**config.mk**
```make
export PLATFORM = sky130hd
export DESIGN_NAME = json_string_unescaper_unit
export DESIGN_NICKNAME = d
export VERILOG_FILES = /design/src/rtl/jsu_pkg.sv /design/src/rtl/jsu_step.sv /design/src/rtl/jsu_obuf.sv /design/src/rtl/json_string_unescaper_unit.sv
export SDC_FILE = /design/constraint.sdc
export NUM_CORES = 1
export LEC_CHECK = 0
export BUFFER_PORTS_ARGS = -buffer_cell sky130_fd_sc_hd__buf_2
export CAP_MARGIN = 25
export CORE_MARGIN = 2
export CORE_UTILIZATION = 27
export DETAILED_ROUTE_END_ITERATION = 10
export PLACE_DENSITY = 0.49
export RECOVER_POWER = 100
export SETUP_SLACK_MARGIN = 0.02
export SYNTH_ARGS = -nofsm -noshare
export SYNTH_HDL_FRONTEND = slang
export SYNTH_SLANG_ARGS = --single-unit
```
**constraint.sdc**
```tcl
create_clock -name clk -period 2.9 [get_ports clk]
set_input_delay 0.58 -clock clk [delete_from_list [all_inputs] [get_ports clk]]
set_output_delay 0.58 -clock clk [all_outputs]
set_load 0.02 [all_outputs]
```
**src/rtl/jsu_pkg.sv**
```systemverilog
// jsu_pkg: shared types, codes and character helpers of the json string unescaper
// used by jsu_step, jsu_obuf and json_string_unescaper_unit; depends on nothing
`default_nettype none

package jsu_pkg;

	localparam int MAX_RES = 4;
	localparam int CNT_W   = $clog2(MAX_RES + 1);
	localparam int IDX_W   = $clog2(MAX_RES);

	typedef enum logic [2:0] {
		PH_IDLE = 3'd0,
		PH_STR  = 3'd1,
		PH_ESC  = 3'd2,
		PH_HEX  = 3'd3
	} phase_t;

	typedef enum logic [1:0] {
		KIND_DATA = 2'd0,
		KIND_DONE = 2'd1,
		KIND_ERR  = 2'd2
	} kind_t;

	localparam logic [2:0] ERR_NONE      = 3'd0;
	localparam logic [2:0] ERR_NO_QUOTE  = 3'd1;
	localparam logic [2:0] ERR_BAD_ESC   = 3'd2;
	localparam logic [2:0] ERR_BAD_HEX   = 3'd3;
	localparam logic [2:0] ERR_CTRL      = 3'd4;
	localparam logic [2:0] ERR_UNTERM    = 3'd5;

	localparam logic [7:0] CH_QUOTE      = 8'h22;
	localparam logic [7:0] CH_BSLASH     = 8'h5C;
	localparam logic [7:0] CH_SLASH      = 8'h2F;
	localparam logic [7:0] CH_CTRL_LIMIT = 8'h20;

	localparam logic [15:0] CP_1B_LIMIT  = 16'h0080;
	localparam logic [15:0] CP_2B_LIMIT  = 16'h0800;
	localparam logic [7:0]  UTF8_CONT    = 8'h80;
	localparam logic [7:0]  UTF8_LEAD2   = 8'hC0;
	localparam logic [7:0]  UTF8_LEAD3   = 8'hE0;

	typedef struct packed {
		logic [7:0] out_byte;
		kind_t      kind;
		logic [2:0] error_code;
	} res_t;

	// results produced by one input transaction
	typedef struct packed {
		res_t [MAX_RES-1:0] res;
		logic [CNT_W-1:0]   cnt;
	} step_res_t;

	typedef struct packed {
		logic       valid;
		logic [3:0] value;
	} nibble_t;

	typedef struct packed {
		logic       valid;
		logic       is_u;
		logic [7:0] value;
	} esc_t;

	function automatic nibble_t hex_nibble(input logic [7:0] c);
		nibble_t r;
		r.valid = 1'b1;
		r.value = 4'd0;
		if (c >= 8'h30 && c <= 8'h39)
			r.value = c[3:0];
		else if ((c >= 8'h61 && c <= 8'h66) || (c >= 8'h41 && c <= 8'h46))
			r.value = c[3:0] + 4'd9;
		else
			r.valid = 1'b0;
		return r;
	endfunction

	function automatic esc_t esc_decode(input logic [7:0] c);
		esc_t r;
		r.valid = 1'b1;
		r.is_u  = 1'b0;
		r.value = 8'h00;
		case (c)
			CH_QUOTE:  r.value = CH_QUOTE;
			CH_BSLASH: r.value = CH_BSLASH;
			CH_SLASH:  r.value = CH_SLASH;
			8'h62:     r.value = 8'h08;
			8'h66:     r.value = 8'h0C;
			8'h6E:     r.value = 8'h0A;
			8'h72:     r.value = 8'h0D;
			8'h74:     r.value = 8'h09;
			8'h75:     r.is_u  = 1'b1;
			default:   r.valid = 1'b0;
		endcase
		return r;
	endfunction

endpackage

`default_nettype wire

```
**src/rtl/jsu_step.sv**
```systemverilog
// jsu_step: parser state registers and the single-pass decode of one character
// into up to four results; depends on jsu_pkg
`default_nettype none

module jsu_step (
	input  wire               clk,
	input  wire               arst_n,
	input  wire               accept,
	input  wire  [7:0]        in_byte,
	input  wire               end_of_input,
	output jsu_pkg::step_res_t step
);
	import jsu_pkg::*;

	phase_t      phase_q, phase_nx;
	logic [1:0]  hex_count_q, hex_count_nx;
	logic [15:0] code_point_q, code_point_nx;

	nibble_t     nib;
	esc_t        esc;
	logic [15:0] cp_full;
	logic        term;
	res_t        err_res;

	assign nib     = hex_nibble(in_byte);
	assign esc     = esc_decode(in_byte);
	assign cp_full = {code_point_q[11:0], nib.value};

	always_comb begin
		err_res            = '0;
		err_res.kind       = KIND_ERR;
		step               = '0;
		phase_nx           = phase_q;
		hex_count_nx       = hex_count_q;
		code_point_nx      = code_point_q;
		term               = 1'b0;
		case (phase_q)
			PH_STR: begin
				if (in_byte == CH_QUOTE) begin
					step.res[0].kind = KIND_DONE;
					step.cnt         = CNT_W'(1);
					phase_nx         = PH_IDLE;
					term             = 1'b1;
				end else if (in_byte == CH_BSLASH) begin
					phase_nx = PH_ESC;
				end else if (in_byte < CH_CTRL_LIMIT) begin
					step.res[0]            = err_res;
					step.res[0].error_code = ERR_CTRL;
					step.cnt               = CNT_W'(1);
					phase_nx               = PH_IDLE;
					hex_count_nx           = 2'd0;
					code_point_nx          = 16'd0;
					term                   = 1'b1;
				end else begin
					step.res[0].out_byte = in_byte;
					step.cnt             = CNT_W'(1);
				end
			end
			PH_ESC: begin
				if (!esc.valid) begin
					step.res[0]            = err_res;
					step.res[0].error_code = ERR_BAD_ESC;
					step.cnt               = CNT_W'(1);
					phase_nx               = PH_IDLE;
					hex_count_nx           = 2'd0;
					code_point_nx          = 16'd0;
					term                   = 1'b1;
				end else if (esc.is_u) begin
					phase_nx      = PH_HEX;
					hex_count_nx  = 2'd0;
					code_point_nx = 16'd0;
				end else begin
					step.res[0].out_byte = esc.value;
					step.cnt             = CNT_W'(1);
					phase_nx             = PH_STR;
				end
			end
			PH_HEX: begin
				if (!nib.valid) begin
					step.res[0]            = err_res;
					step.res[0].error_code = ERR_BAD_HEX;
					step.cnt               = CNT_W'(1);
					phase_nx               = PH_IDLE;
					hex_count_nx           = 2'd0;
					code_point_nx          = 16'd0;
					term                   = 1'b1;
				end else if (hex_count_q != 2'd3) begin
					hex_count_nx  = hex_count_q + 2'd1;
					code_point_nx = cp_full;
				end else begin
					// fourth digit: utf-8 encode the gathered code point
					if (cp_full < CP_1B_LIMIT) begin
						step.res[0].out_byte = cp_full[7:0];
						step.cnt             = CNT_W'(1);
					end else if (cp_full < CP_2B_LIMIT) begin
						step.res[0].out_byte = UTF8_LEAD2 | {3'b000, cp_full[10:6]};
						step.res[1].out_byte = UTF8_CONT | {2'b00, cp_full[5:0]};
						step.cnt             = CNT_W'(2);
					end else begin
						step.res[0].out_byte = UTF8_LEAD3 | {4'b0000, cp_full[15:12]};
						step.res[1].out_byte = UTF8_CONT | {2'b00, cp_full[11:6]};
						step.res[2].out_byte = UTF8_CONT | {2'b00, cp_full[5:0]};
						step.cnt             = CNT_W'(3);
					end
					phase_nx      = PH_STR;
					hex_count_nx  = 2'd0;
					code_point_nx = 16'd0;
				end
			end
			default: begin
				if (in_byte != CH_QUOTE) begin
					step.res[0]            = err_res;
					step.res[0].error_code = ERR_NO_QUOTE;
					step.cnt               = CNT_W'(1);
					phase_nx               = PH_IDLE;
					hex_count_nx           = 2'd0;
					code_point_nx          = 16'd0;
					term                   = 1'b1;
				end else begin
					phase_nx      = PH_STR;
					hex_count_nx  = 2'd0;
					code_point_nx = 16'd0;
				end
			end
		endcase
		// buffer ran out before the string closed
		if (end_of_input && !term) begin
			step.res[step.cnt[IDX_W-1:0]]            = err_res;
			step.res[step.cnt[IDX_W-1:0]].error_code = ERR_UNTERM;
			step.cnt                                 = step.cnt + CNT_W'(1);
			phase_nx                                 = PH_IDLE;
			hex_count_nx                             = 2'd0;
			code_point_nx                            = 16'd0;
		end
	end

	always_ff @(posedge clk or negedge arst_n) begin
		if (!arst_n) begin
			phase_q      <= PH_IDLE;
			hex_count_q  <= 2'd0;
			code_point_q <= 16'd0;
		end else if (accept) begin
			phase_q      <= phase_nx;
			hex_count_q  <= hex_count_nx;
			code_point_q <= code_point_nx;
		end
	end

endmodule

`default_nettype wire

```
**src/rtl/jsu_obuf.sv**
```systemverilog
// jsu_obuf: result register holding up to four results of one transaction,
// sent out one per beat; depends on jsu_pkg
`default_nettype none

module jsu_obuf (
	input  wire                clk,
	input  wire                arst_n,
	input  wire                load,
	input  jsu_pkg::step_res_t step,
	output logic               free,
	output logic               m_valid,
	input  wire                m_ready,
	output jsu_pkg::res_t      m_res,
	output logic               m_last
);
	import jsu_pkg::*;

	res_t [MAX_RES-1:0] res_q;
	logic [CNT_W-1:0]   cnt_q;
	logic [IDX_W-1:0]   idx_q;
	logic               take;
	logic               drained;

	assign m_valid = (cnt_q != '0);
	assign m_res   = res_q[idx_q];
	assign m_last  = ({1'b0, idx_q} == cnt_q - CNT_W'(1));
	assign take    = m_valid && m_ready;
	assign drained = take && m_last;
	// a new transaction may enter while the final result leaves
	assign free    = !m_valid || drained;

	always_ff @(posedge clk or negedge arst_n) begin
		if (!arst_n) begin
			cnt_q <= '0;
			idx_q <= '0;
		end else if (load && step.cnt != '0) begin
			cnt_q <= step.cnt;
			idx_q <= '0;
		end else if (drained) begin
			cnt_q <= '0;
			idx_q <= '0;
		end else if (take) begin
			idx_q <= idx_q + IDX_W'(1);
		end
	end

	always_ff @(posedge clk) begin
		if (load)
			res_q <= step.res;
	end

	assert property (@(posedge clk) disable iff (!arst_n)
		cnt_q <= CNT_W'(MAX_RES))
		else $error("result count above buffer depth");

	assert property (@(posedge clk) disable iff (!arst_n)
		m_valid |-> ({1'b0, idx_q} < cnt_q))
		else $error("read index past result count");

	assert property (@(posedge clk) disable iff (!arst_n)
		(take && !m_last) |=> m_valid)
		else $error("burst of results broken before its last beat");

	assert property (@(posedge clk) disable iff (!arst_n)
		(m_valid && (m_res.kind == KIND_DONE || m_res.kind == KIND_ERR)) |-> m_last)
		else $error("done or error result not final for its transaction");

	assert property (@(posedge clk) disable iff (!arst_n)
		(m_valid && m_res.kind != KIND_ERR) |-> (m_res.error_code == ERR_NONE))
		else $error("error code set on a non-error result");

endmodule

`default_nettype wire

```
**src/rtl/json_string_unescaper_unit.sv**
```systemverilog
// json_string_unescaper_unit: top level of the json string unescaper
// depends on jsu_pkg, jsu_step and jsu_obuf
//
// Input stream: one raw character per transaction, starting at the opening
// quote; s_axis_tlast marks the last character of the buffer. Output stream:
// one result per transaction, a data byte, a done marker or an error with its
// code; m_axis_tlast marks the final result caused by an input character.
// A character's first result appears in the cycle after it is taken.
// Throughput: one character per cycle while each yields at most one result
// and the receiver takes it; a character with more results holds the input
// until its last result is being taken, since the four-entry result register
// sends one result per beat (a closing \u escape gives up to three bytes,
// plus an error if the buffer ends there). Characters that yield no result
// (backslash, opening quote, early hex digits) show nothing on the output.
// When the receiver stalls, results wait in the result register and the
// input stays ready only while the last waiting result is being taken.
// Reset returns the parser to idle, waiting for an opening quote, and
// empties the result register.
`default_nettype none

module json_string_unescaper_unit (
	input  wire         clk,
	input  wire         arst_n,
	input  wire         s_axis_tvalid,
	output logic        s_axis_tready,
	input  wire  [7:0]  s_axis_tdata,   // [7:0] in_byte
	input  wire         s_axis_tlast,   // end_of_input
	output logic        m_axis_tvalid,
	input  wire         m_axis_tready,
	output logic [15:0] m_axis_tdata,   // [7:0] out_byte, [10:8] error_code, rest zero
	output logic [1:0]  m_axis_tuser,   // [1:0] kind
	output logic        m_axis_tlast    // last
);
	import jsu_pkg::*;

	step_res_t step;
	res_t      m_res;
	logic      accept;
	logic      free;

	assign s_axis_tready = free;
	assign accept        = s_axis_tvalid && free;

	jsu_step u_step (
		.clk          (clk),
		.arst_n       (arst_n),
		.accept       (accept),
		.in_byte      (s_axis_tdata),
		.end_of_input (s_axis_tlast),
		.step         (step)
	);

	jsu_obuf u_obuf (
		.clk     (clk),
		.arst_n  (arst_n),
		.load    (accept),
		.step    (step),
		.free    (free),
		.m_valid (m_axis_tvalid),
		.m_ready (m_axis_tready),
		.m_res   (m_res),
		.m_last  (m_axis_tlast)
	);

	assign m_axis_tdata = {5'b00000, m_res.error_code, m_res.out_byte};
	assign m_axis_tuser = m_res.kind;

endmodule

`default_nettype wire
```
Word level (Yosys, flattened, before mapping)
Index checks and enable logic that the tools add are counted.

storage, ports and cells
  word-level logic and storage cells = 166
  output and inout port bits = 21
  bits in registers = 74
  input port bits = 13

cells by class
  order comparisons = 12
  $add $sub $neg = 5
  reduce and logical (&&, ||, !) cells = 20
  equal/unequal tests = 21
  muxes and demuxes = 88
  bitwise gates (word level) = 3

operators by type and width
  cell                    number
  $mux W8                 16
  $mux W12                8
  $eq A8 B7 Y1 const B    7
  $pmux W7 S8             1
  $bwmux W52              1
  $demux W13 S2           2
  $and A36 B48 Y48        1
  $mux W3                 16
  $not A48 Y48            1
  $pmux W16 S3            1
  $mux W42                1
  $pmux W12 S3            1
  $bmux W13 S2            1
  $mux W13                2
  $mux W2                 13
  $eq A8 B6 Y1 const B    2
  $ge A8 B7 Y1 const B    2
  $le A8 B7 Y1 const B    2
  $lt A16 B12 Y1 const B  1
  $lt A16 B8 Y1 const B   1
  $mux W16                1
  $mux W5                 3
  $mux W1                 13
  $mux W6                 2
  other kinds (32)        50

Depth between registers and ports, before layout
Gate-level depths: netlist of the first run.

  depth in word-level cells = 22
  depth in mapped cells = 12
  gate-level depth less buffers = 12

Hierarchy
From an unflattened synthesis of the first run, not the netlist that was laid out.

second synthesis, totals
  cell total of the unflattened synthesis = 394
  area total of the unflattened synthesis = 4,525.6 µm²

by module, submodules not included
  module                      instances  cells each  sequential area each (µm²)  area each (µm²)
  jsu_step                    1          288         400.4                       2,269.7
  jsu_obuf                    1          99          1,686.6                     2,208.4
  json_string_unescaper_unit  1          7           0.0                         47.5

Worst setup path before layout of the first run
Ideal clock, no wire load.

  path type = register to register
  from = register u_obuf.cnt_q[0]
  to = register u_step.code_point_q[3]
  stages on the path, launching flop included = 12
  setup slack = -0.729 ns
  buffers on the path = 1
  data required time = 2.834 ns
  setup time = 0.066 ns
  arrival = 3.563 ns
  period minus slack after synthesis = 3.629 ns
  cells stage by stage = dfrtp_1 inv_1 ha_1 xnor2_1 nor3_1 a21bo_2 nand2_1 inv_1 nand2_1 nor4_1 buf_2 a22o_1

on the way
  longest elaborated chain between the ends = 6
  elaborated cells between the ends (all ways) = 9
  classes of those cells = add/sub: 1; eq/ne: 1; reduce/logical: 7

RTL lines
  item                                RTL line                          source
  start, declared                     jsu_obuf.sv:19                    logic [CNT_W-1:0] cnt_q;
  start signal, assigned              jsu_obuf.sv:37                    cnt_q <= step.cnt;
  $sub A3 B1 Y3                       jsu_obuf.sv:26                    assign m_last = ({1'b0, idx_q} == cnt_q - CNT_W'(1));
  $eq A2 B3 Y1                        jsu_obuf.sv:26
  via m_axis_tlast                    json_string_unescaper_unit.sv:32  output logic m_axis_tlast
  $logic_and A1 B1 Y1                 jsu_obuf.sv:28                    assign drained = take && m_last;
  $logic_or A1 B1 Y1                  jsu_obuf.sv:30                    assign free = !m_valid || drained;
  via s_axis_tready                   json_string_unescaper_unit.sv:25  output logic s_axis_tready,
  $logic_and A1 B1 Y1                 json_string_unescaper_unit.sv:42  assign accept = s_axis_tvalid && free;
  via accept                          json_string_unescaper_unit.sv:38  logic accept;
  $reduce_and A5 Y1 (no source line)  --
  end signal, assigned                jsu_step.sv:145                   code_point_q <= code_point_nx;
  end, declared                       jsu_step.sv:17                    logic [15:0] code_point_q, code_point_nx;

The timed path passes the listed nets, and every way through them passes these cells.
A chain may end at the register's enable or synchronous reset.

==> out/results.ini, run 1 <==
[detailed_routing]
wirelength_mm = 9.49
wire_per_inst_um = 16.2
wl_met2_mm = 4.58
top_layer = met4
drc = 0
vias = 2914
drt_pass1_iterations = 4
dr_wl_met3_um = 320
drt_iter0_drc = 272
vias_per_cell = 4.98
antenna_left = 0
wirelength_met1_mm = 4.45

[hold_path]
hp-start = u_step.hex_count_q[1]$_DFFE_PN0P_
holdCritPathClass = flip-flop to flip-flop
holdPathEnd = u_step.hex_count_q[1]$_DFFE_PN0P_
hold_path_depth = 1

[sta]
worst_slack_ps = 190
worst_pin_slew_ps = 1280
skew_ps = 4.86
post-route-min-period_ps = 2710
fin_crit_sh_pct = 93.5
clock.fmax_mhz = 369
drv_slew = 0
setup-violations-final = 0
final-hold-violation-count = 0
rsz0062_at_grt = no
slew_headroom_pct = 14.5

[die]
dieArea_um2 = 13100
dieHeight_um = 114
die_w_um = 114
start_util_pct = 27.4
core_area_um2 = 12000
ios = 34
rows = 40

[yosys]
yosysWarningCount = 0
avgSynthCellArea_um2 = 9.43
ys_types = 66
ys_ff_latch = 51
ys_dominant_reg_cell = edfxtp_1
ys_seq_area_share_pct = 43.4
syn-cell-area_um2 = 3280
postSynth.asyncResetShare_pct = 41.2
synth_edf_count = 30
syn_inst = 348

[global_routing]
grt_pass1_wl_mm = 15.6
overflow = 0
grt_pass1_vias = 2990
grt_usage_pct = 15.3
antenna_found_initial = 0
grt_max_degree = 23

[worst_setup_path]
crit_path_start_kind = primary input
cp.required_ps = 2940
path_max_fanout = 8
max_stage_delay_ps = 430
cp_slowest_cell = a221o_1
critPathKind = primary input to flip-flop
regToRegSetupSlack_ps = 220
cp.arrival_ps = 2750
rr_endpoint = u_obuf.res_q[33]$_DFFE_PP_
timing.rr.start = u_obuf.cnt_q[0]$_DFFE_PN0P_
path_cells = buf_2, inv_1, ha_1, o21bai_1, a2111oi_4, o221ai_1, a221o_1, inv_1, ha_1, a21o_1, nor2_1
reg2regPathDepth = 9
cp-end-kind = flip-flop

[placed_design]
globalplace.congestion = 0.942
place_area_um2 = 4080
placed_cells = 577
place_ws_ps = -174
place_hpwl_mm = 7.50
portBuffers = 28

[pwr]
vdd_drop_max_v = 0.000266
p_int_uw = 1840
clockPowerShare_pct = 18.8
p_leak_uw = 0.00170
p_seq_share_pct = 33.7
pwr-share-comb_pct = 47.5
p_switching_uw = 1310
power_switching_share_pct = 41.7
powerDensity_nw_per_um2 = 747

[cts]
numCtsBuffers = 5
path_clk_slew_ps = 60
cts_hold_buffers = 0
ctsLongestPathBuffers = 2
postCtsSetupRepairBufs = 0
ctsResizeCount = 0
cts_tree = yes
cts_sinks = 51
htreeDepth = 2
clock-root-buffer = clkbuf_16
clock_latency_ps = 290

[layout]
post-route-util_pct = 35.3
final_area_um2 = 4220
area_delta_synth_final_pct = 28.6
fin_nets = 461
drive_gt1_share_pct = 25.3
fin_cells = 585
diodes = 0

[run]
cap_violations = 0

[outcome]
outcome = finished clean

## worst max path at each step
stage / startpoint / to / slack, ps / cells after the start
finish: s_axis_tdata[0] / u_obuf.res_q[12]$_DFFE_PP_ / 190 / 11
global route: s_axis_tdata[1] / u_step.code_point_q[9]$_DFFE_PN0P_ / 20 / 13
CTS: s_axis_tdata[0] / u_obuf.cnt_q[0]$_DFFE_PN0P_ / 120 / 10
detailed placement: s_axis_tdata[0] / u_obuf.cnt_q[0]$_DFFE_PN0P_ / -170 / 10
global placement: s_axis_tdata[1] / u_obuf.res_q[35]$_DFFE_PP_ / -130 / 11
floorplan: s_axis_tdata[3] / u_obuf.cnt_q[0]$_DFFE_PN0P_ / 40 / 8
## critical path: cells and delay by family
kind                       cells  cell delay, ps
AOI/OAI and AO/OA              5            1390
adders and majority gates      2             370
buffers and inverters          3             310
and+or+nand+nor                1             100
## placed cells by master (no fill, tap or decap), drive strengths merged, types with 3 or more instances in the layout
cell type / instances
clkbuf: 28
a31oi: 8
conb: 5
nor2b: 6
a22o: 13
a22oi: 3
a21o: 5
o21ai: 26
ha: 11
or2: 4
buf: 75
nand2: 42
nor2: 25
inv: 11
o22ai: 3
nand2b: 7
dfrtp: 21
mux2i: 7
or3: 4
nor3b: 5
nand3: 6
edfxtp: 30
and2: 12
a21oi: 17
nor3: 14
nor4: 7
## synth_stat cells (6+ instances only)
master / number / area (um2)
buf_2: 7 / 35.0
nand3_1: 6 / 30.0
nand2_1: 42 / 158
a31oi_1: 8 / 50.1
nor3_1: 13 / 65.1
a22o_1: 13 / 114
o21ai_0: 26 / 130
ha_1: 11 / 138
a21oi_1: 17 / 85.1
mux2i_1: 7 / 70.1
and2_1: 12 / 75.1
edfxtp_1: 30 / 901
nand2b_1: 7 / 43.8
nor2_1: 24 / 90.1
nor2b_1: 6 / 37.5
dfrtp_1: 21 / 526
inv_1: 11 / 41.3
## flip-flops by register name (all words and copies together), names as in the netlist
name	cells
u_obuf.res_q	30
u_step.code_point_q	12
u_obuf.idx_q	2
u_obuf.cnt_q	3
u_step.phase_q	2
u_step.hex_count_q	2
## power groups by stage
stage	Clock, uW	Combinational [uW]	Sequential [uW]
5_1_grt	623	1670	1080
4_1_cts	602	1540	1060
2_1_floorplan	0	1030	1020
3_3_place_gp	0	1510	1080
3_5_place_dp	0	1530	1080
6_report	593	1500	1060
## per-layer routing
layer / global-route usage [%] / up-vias
li1: - / 1470
met1: 20.6 / 1381
met2: 25.8 / 55
met3: 2.22 / 8
met4: 4.31 / 0
met5: 0 / -
## kinds of logic (layout without fill, tap and decap cells)
kind of cell | Yosys count | count (layout) | synth area share [%]
other | 1 | 5 | 0.114
buffers and inverters | 31 | 117 | 4.61
muxes | 9 | 9 | 2.82
DFF | 51 | 51 | 43.4
and+or+nand+nor | 139 | 139 | 22.1
adders and majority gates | 11 | 11 | 4.19
xor gates and xnor gates | 4 | 4 | 1.07
AOI/OAI and AO/OA | 102 | 102 | 21.7
## through the flow
step	TNS (ps)	power [uW]	hold WS, ps
2_1_floorplan	0	2050	284
3_3_place_gp	-3000	2590	479
3_5_place_dp	-4920	2610	495
4_1_cts	0	3200	292
5_1_grt	0	3370	517
6_report	0	3160	509
## layout make-up
cell class                 instances  area (um2)
clock buffer                       6         139
multi-input combinational        270        1790
tap                              147         184
inverter                          12        48.8
clock inverter                     2        11.3
sequential                        51        1430
fill                            1247        7740
timing repair buffer              97         621
No activity file was read; power rests on OpenSTA's default activity.
==> run 2: changes to the inputs <==
--- a/config.mk
+++ b/config.mk
@@ -5,6 +5,7 @@
 export SDC_FILE = /design/constraint.sdc
 export NUM_CORES = 1
 export LEC_CHECK = 0
+export ABC_AREA = 1
 export BUFFER_PORTS_ARGS = -buffer_cell sky130_fd_sc_hd__buf_2
 export CAP_MARGIN = 25
 export CORE_MARGIN = 2
==> constraint.sdc (replaced) <==
create_clock -name clk -period 2.9 [get_ports clk]
set_input_delay 0.145 -clock clk [delete_from_list [all_inputs] [get_ports clk]]
set_output_delay 0.145 -clock clk [all_outputs]
set_load 0.02 [all_outputs]
==> run 2 against run 1 <==
Synthesized cell count increased by 26%. Register-to-register slack better by 170 ps. Clock skew down 1.5 ps. First-iteration DRC count down 29%. Synthesized area grew 3.7%. Critical endpoint is now u_obuf.res_q[35]$_DFFE_PP_. Critical path depth stayed put. Utilization shrank 4.4 points.
==> out/results.ini, run 2 <==
[sta]
skew_ps = 3.37
drv_slew = 0
fin_crit_sh_pct = 86.6
slew_headroom_pct = 11.3
rsz0062_at_grt = no
worst_slack_ps = 389
post-route-min-period_ps = 2510
final-hold-violation-count = 0
worst_pin_slew_ps = 1330
tns_ps = 0
clock.fmax_mhz = 398
setup-violations-final = 0

[global_routing]
grt_usage_pct = 13.2
overflow = 0
grt_pass1_vias = 2711
antenna_found_initial = 0
grt_max_degree = 37
grt_pass1_wl_mm = 13.8

[cts]
clock_latency_ps = 290
ctsResizeCount = 0
clock-root-buffer = clkbuf_16
cts_hold_buffers = 1
htreeDepth = 2
ctsLongestPathBuffers = 2
path_clk_slew_ps = 60
cts_tree = yes
cts_sinks = 51
postCtsSetupRepairBufs = 0
numCtsBuffers = 5

[pwr]
p_leak_uw = 0.00169
pwr-share-comb_pct = 39.9
power_switching_share_pct = 39.9
p_seq_share_pct = 36.7
clockPowerShare_pct = 23.4
p_switching_uw = 1060
p_int_uw = 1590
vdd_drop_max_v = 0.000306
powerDensity_nw_per_um2 = 688

[yosys]
yosysWarningCount = 0
ys_types = 43
synth.most_common_cell = nand2_1
ys_ff_latch = 51
ys_dominant_reg_cell = edfxtp_1
synth_edf_count = 30
avgSynthCellArea_um2 = 7.77
synth_common_cells = 121 x nand2_1, 53 x inv_1, 51 x nor2_1
synth_top_area_cell = edfxtp_1
synth_top_cell_area_share_pct = 26.5
netlist_top_cells_area = edfxtp_1 26%, dfrtp_1 15%, nand2_1 13%
syn_inst = 438
syn-cell-area_um2 = 3400
ys_seq_area_share_pct = 41.9
postSynth.asyncResetShare_pct = 41.2

[layout]
fin_cells = 641
final_cell_mix = 122 x nand2_1, 54 x inv_1, 51 x nor2_1, 40 x nand3_1, 30 x edfxtp_1
layout_commonest_cell = nand2_1
fin_nets = 492
area_delta_synth_final_pct = 13.2
top_register = u_obuf.res_q
top_regs = u_obuf.res_q (30), u_step.code_point_q (12), u_obuf.cnt_q (3)
diodes = 0
largest_reg_flops = 30
drive_gt1_share_pct = 11.9

[worst_setup_path]
cp.arrival_ps = 2530
regToRegSetupSlack_ps = 390
cp.required_ps = 2920
reg2regPathDepth = 11
timing.rr.start = u_step.code_point_q[10]$_DFFE_PN0P_
critPathKind = flip-flop to flip-flop
crit_path_start_kind = flip-flop
cp-end-kind = flip-flop
rr_endpoint = u_obuf.res_q[35]$_DFFE_PP_
path_max_fanout = 8

[detailed_routing]
wire_per_inst_um = 13.1
vias_per_cell = 4.45
vias = 2854
drt_iter0_drc = 192
drt_pass1_iterations = 5
drc = 0
antenna_left = 0
wirelength_mm = 8.41

[die]
ios = 34
rows = 41
die_w_um = 116
start_util_pct = 27.3
dieHeight_um = 116
dieArea_um2 = 13500
core_area_um2 = 12500

[placed_design]
globalplace.congestion = 0.821
place_ws_ps = 359
portBuffers = 28
placed_cells = 632
place_hpwl_mm = 6.49

[hold_path]
holdCritPathClass = primary input to flip-flop
holdPathEnd = u_obuf.idx_q[0]$_DFFE_PN0P_
hp-start = m_axis_tready
hold_path_depth = 5

[outcome]
outcome = finished clean

[run]
cap_violations = 0

## run 2: logic make-up (layout without fill, tap and decap cells)
family	Yosys count	after routing	synth area share, %
AND/OR/NAND/NOR	251	251	34.9
XOR/XNOR	4	4	1.03
buffers and inverters	73	100	9.19
AO/OA/AOI/OAI	47	47	8.86
flip-flops	51	51	41.9
adder cells (fa/ha/maj)	11	11	4.04
other	1	5	0.110
## run 2: routing by layer
metal	up-vias	GRT usage (%)	wire, um
li1	1471	-	-
met1	1323	19.3	4390
met2	55	20.7	3680
met3	5	1.66	250
met4	0	3.25	97
met5	-	0	0
## run 2: how the worst max path moves through the flow
stage	start	to	slack (ps)	cells after the start
after global placement	s_axis_tdata[1]	u_obuf.res_q[9]$_DFFE_PP_	370	15
after detailed placement	s_axis_tdata[1]	u_obuf.res_q[9]$_DFFE_PP_	360	15
after CTS	u_step.code_point_q[4]$_DFFE_PN0P_	u_obuf.res_q[9]$_DFFE_PP_	530	12
after floorplan	u_obuf.cnt_q[0]$_DFFE_PN0P_	u_step.code_point_q[0]$_DFFE_PN0P_	140	11
after global routing	u_step.code_point_q[10]$_DFFE_PN0P_	u_obuf.idx_q[1]$_DFFE_PN0P_	110	12
final	u_step.code_point_q[10]$_DFFE_PN0P_	u_obuf.res_q[35]$_DFFE_PP_	390	11
## run 2: area by class of cell
| cell class | count | area (um2) |
|---|---|---|
| fillers | 1370 | 8610 |
| multi-input cells | 318 | 1660 |
| flip-flops and latches | 51 | 1430 |
| inverters | 60 | 228 |
| well taps | 172 | 215 |
| repair buffers | 32 | 160 |
| clock buffers | 8 | 158 |
## run 2: critical path, stage by stage (launching register included)
cell     delay, ps
dfrtp_1        400
nor2_1         130
nand4_2        220
nor2_4         280
nor2_1          80
nor2_1         120
nand3_1        150
inv_1          140
ha_1           150
inv_1           50
o21ai_1        410
nor2_1         110
## run 2: per-stage QoR
stage          hold WS (ps)  instance area (um2)  power [uW]  util (%)
2_1_floorplan          -151                 3420        1760         -
3_3_place_gp            156                 3720        2090      29.9
3_5_place_dp            161                 3720        2100      29.9
4_1_cts                 203                 3890        2720      31.2
5_1_grt                 236                 3850        2830      30.9
6_report                204                 3850        2650      30.9
## run 2: power by group through the flow
stage	Sequential [uW]	Clock, uW	Combinational (uW)
6_report	973	621	1060
4_1_cts	975	632	1110
3_5_place_dp	989	0	1110
3_3_place_gp	989	0	1100
2_1_floorplan	973	0	786
5_1_grt	988	660	1180
==> run 3: changes to the inputs <==
--- a/config.mk
+++ b/config.mk
@@ -5,8 +5,8 @@
 export SDC_FILE = /design/constraint.sdc
 export NUM_CORES = 1
 export LEC_CHECK = 0
-export ABC_AREA = 1
-export BUFFER_PORTS_ARGS = -buffer_cell sky130_fd_sc_hd__buf_2
+export ABC_AREA = 0
+export BUFFER_PORTS_ARGS = -buffer_cell sky130_fd_sc_hd__buf_4
 export CAP_MARGIN = 25
 export CORE_MARGIN = 2
 export CORE_UTILIZATION = 27
==> run 3 against run 2 <==
Wire length up 8.1%. Final cell count down 15%. Utilization increased by 1.7 points. Sequential share of layout area down 0.40 points. Largest cell class unchanged. Non-clock buffer count up 24. Critical path depth is 2 lower. Clock skew rose by 2.9 ps. Clock power up 6.4%.
==> out/results.ini, run 3 (synthesis gave the netlist of run 1 again) <==
[cts]
ctsLongestPathBuffers = 2
clock_latency_ps = 290
path_clk_slew_ps = 70
htreeDepth = 2
cts_sinks = 51
numCtsBuffers = 5
cts_tree = yes
clock-root-buffer = clkbuf_16

[layout]
seqCellArea_um2 = 1430
area_delta_synth_final_pct = 18.6
n_fill_cell = 1236
fin_nets = 420
largest_reg_flops = 30
diodes = 0
top_regs = u_obuf.res_q (30), u_step.code_point_q (12), u_obuf.cnt_q (3)
multiInputGateArea_um2 = 1720
top_register = u_obuf.res_q
final_cell_mix = 42 x nand2_1, 34 x buf_4, 30 x edfxtp_1, 26 x o21ai_0, 24 x nor2_1
layout_commonest_cell = nand2_1
drive_gt1_share_pct = 14.6
post-route-util_pct = 32.6

[global_routing]
grt_usage_pct = 14.3
grt_max_degree = 36
grt_pass1_wl_mm = 14.8
antenna_found_initial = 0
grt_pass1_vias = 2765
overflow = 0

[worst_setup_path]
path_cells = nor4_1, nor3b_1, o221ai_1, a221o_1, inv_1, ha_1, a211oi_1, clkbuf_1, nor2b_1
critPathKind = flip-flop to flip-flop
cp.arrival_ps = 2660
max_stage_delay_ps = 400
cp-end-kind = flip-flop
path_max_fanout = 7
cp.required_ps = 2920
cp_slowest_cell = a221o_1
crit_path_start_kind = flip-flop
regToRegSetupSlack_ps = 260

[sta]
drv_slew = 0
slew_headroom_pct = 12.9
clock.fmax_mhz = 379
worst_pin_slew_ps = 1310
rsz0062_at_grt = no
final-hold-violation-count = 0
tns_ps = 0
fin_crit_sh_pct = 91.0
setup-violations-final = 0
post-route-min-period_ps = 2640
skew_ps = 6.23

[die]
start_util_pct = 27.4
ios = 34
dieHeight_um = 114
dieArea_um2 = 13100
rows = 40
core_area_um2 = 12000
die_w_um = 114

[detailed_routing]
antenna_left = 0
vias = 2884
vias_per_cell = 5.30
wire_per_inst_um = 16.7
wirelength_mm = 9.09
drt_pass1_iterations = 4
drc = 0
drt_iter0_drc = 210

[pwr]
clockPowerShare_pct = 21.0
pwr-share-comb_pct = 46.3
vdd_drop_max_v = 0.000298
powerDensity_nw_per_um2 = 810
p_seq_share_pct = 32.7
power_switching_share_pct = 40.6
p_int_uw = 1870
p_switching_uw = 1280
p_leak_uw = 0.00150

[outcome]
outcome = finished clean

[run]
cap_violations = 0

[placed_design]
portBuffers = 28
place_hpwl_mm = 6.97
globalplace.congestion = 0.925

[hold_path]
holdCritPathClass = primary input to flip-flop

[run 3: changes by cell type in the layout (fill, tap and decap cells not counted), sizes merged, moves of 9 or more]
| cell | change |
|---|---|
| nand2 | -91 |
| inv | -48 |
| nand3 | -37 |
| nor2 | -37 |
| buf | +21 |
| a22o | +13 |
| and2 | +12 |
| o21ai | +12 |
| nor3 | +9 |
[run 3: metal layers]
layer  part of all wire (%)  global-route usage (%)  wire (um)
met3                    5.0                    2.28        453
met4                    2.0                    4.96        178
met2                     45                    21.5       4110
met5                      0                       0          0
met1                     48                    20.8       4350
[run 3: layout make-up]
type                    count  share of cell area [%]
well taps                 147                    4.72
clock buffers               6                    3.31
clock inverters             2                   0.964
flip-flops and latches     51                    36.6
repair buffers             56                    9.00
multi-input cells         270                    44.2
inverters                  12                    1.19
[run 3: power groups by stage]
stage	clock network [uW]	registers (uW)	logic (uW)
finish	661	1030	1460
global route	712	1040	1630
CTS	677	1030	1610
detailed placement	0	1050	1600
global placement	0	1040	1590
floorplan	0	1020	1020
[run 3: stage by stage]
stage / hold WS (ps) / instance area [um2] / std cells / total power [uW] / setup WS (ps)
after floorplan: -151 / 3310 / 352 / 2050 / 43.8
after global placement: 65.3 / 3820 / 535 / 2630 / 199
after detailed placement: 66.6 / 3820 / 535 / 2650 / 160
after CTS: 186 / 3990 / 544 / 3320 / 286
after global routing: 190 / 3890 / 544 / 3380 / 81.7
final: 188 / 3890 / 544 / 3150 / 262
[run 3: what timing repair did]
item                                   CTS  global route
setup buffers                            0             0
hold buffers                             1             0
resized for setup                        0             0
endpoints found under the hold margin   21             0
[run 3: final timing paths]
kind,cells past startpoint,endpoint,start
max in group asynchronous,2,u_obuf.cnt_q[1]$_DFFE_PN0P_,arst_n
max,9,u_obuf.res_q[31]$_DFFE_PP_,u_step.code_point_q[10]$_DFFE_PN0P_
min in group asynchronous,2,u_step.code_point_q[9]$_DFFE_PN0P_,arst_n
max reg2reg,9,u_obuf.res_q[31]$_DFFE_PP_,u_step.code_point_q[10]$_DFFE_PN0P_
min,3,u_obuf.cnt_q[2]$_DFFE_PN0P_,m_axis_tready
min reg2reg,1,u_step.hex_count_q[1]$_DFFE_PN0P_,u_step.hex_count_q[1]$_DFFE_PN0P_
[run 3: critical path: cells and delay by family (launching register included)]
family | cells | cell delay, ps
buffers and inverters | 2 | 320
adders and majority gates | 1 | 170
DFF | 1 | 390
AOI/OAI and AO/OA | 3 | 660
and+or+nand+nor | 3 | 840
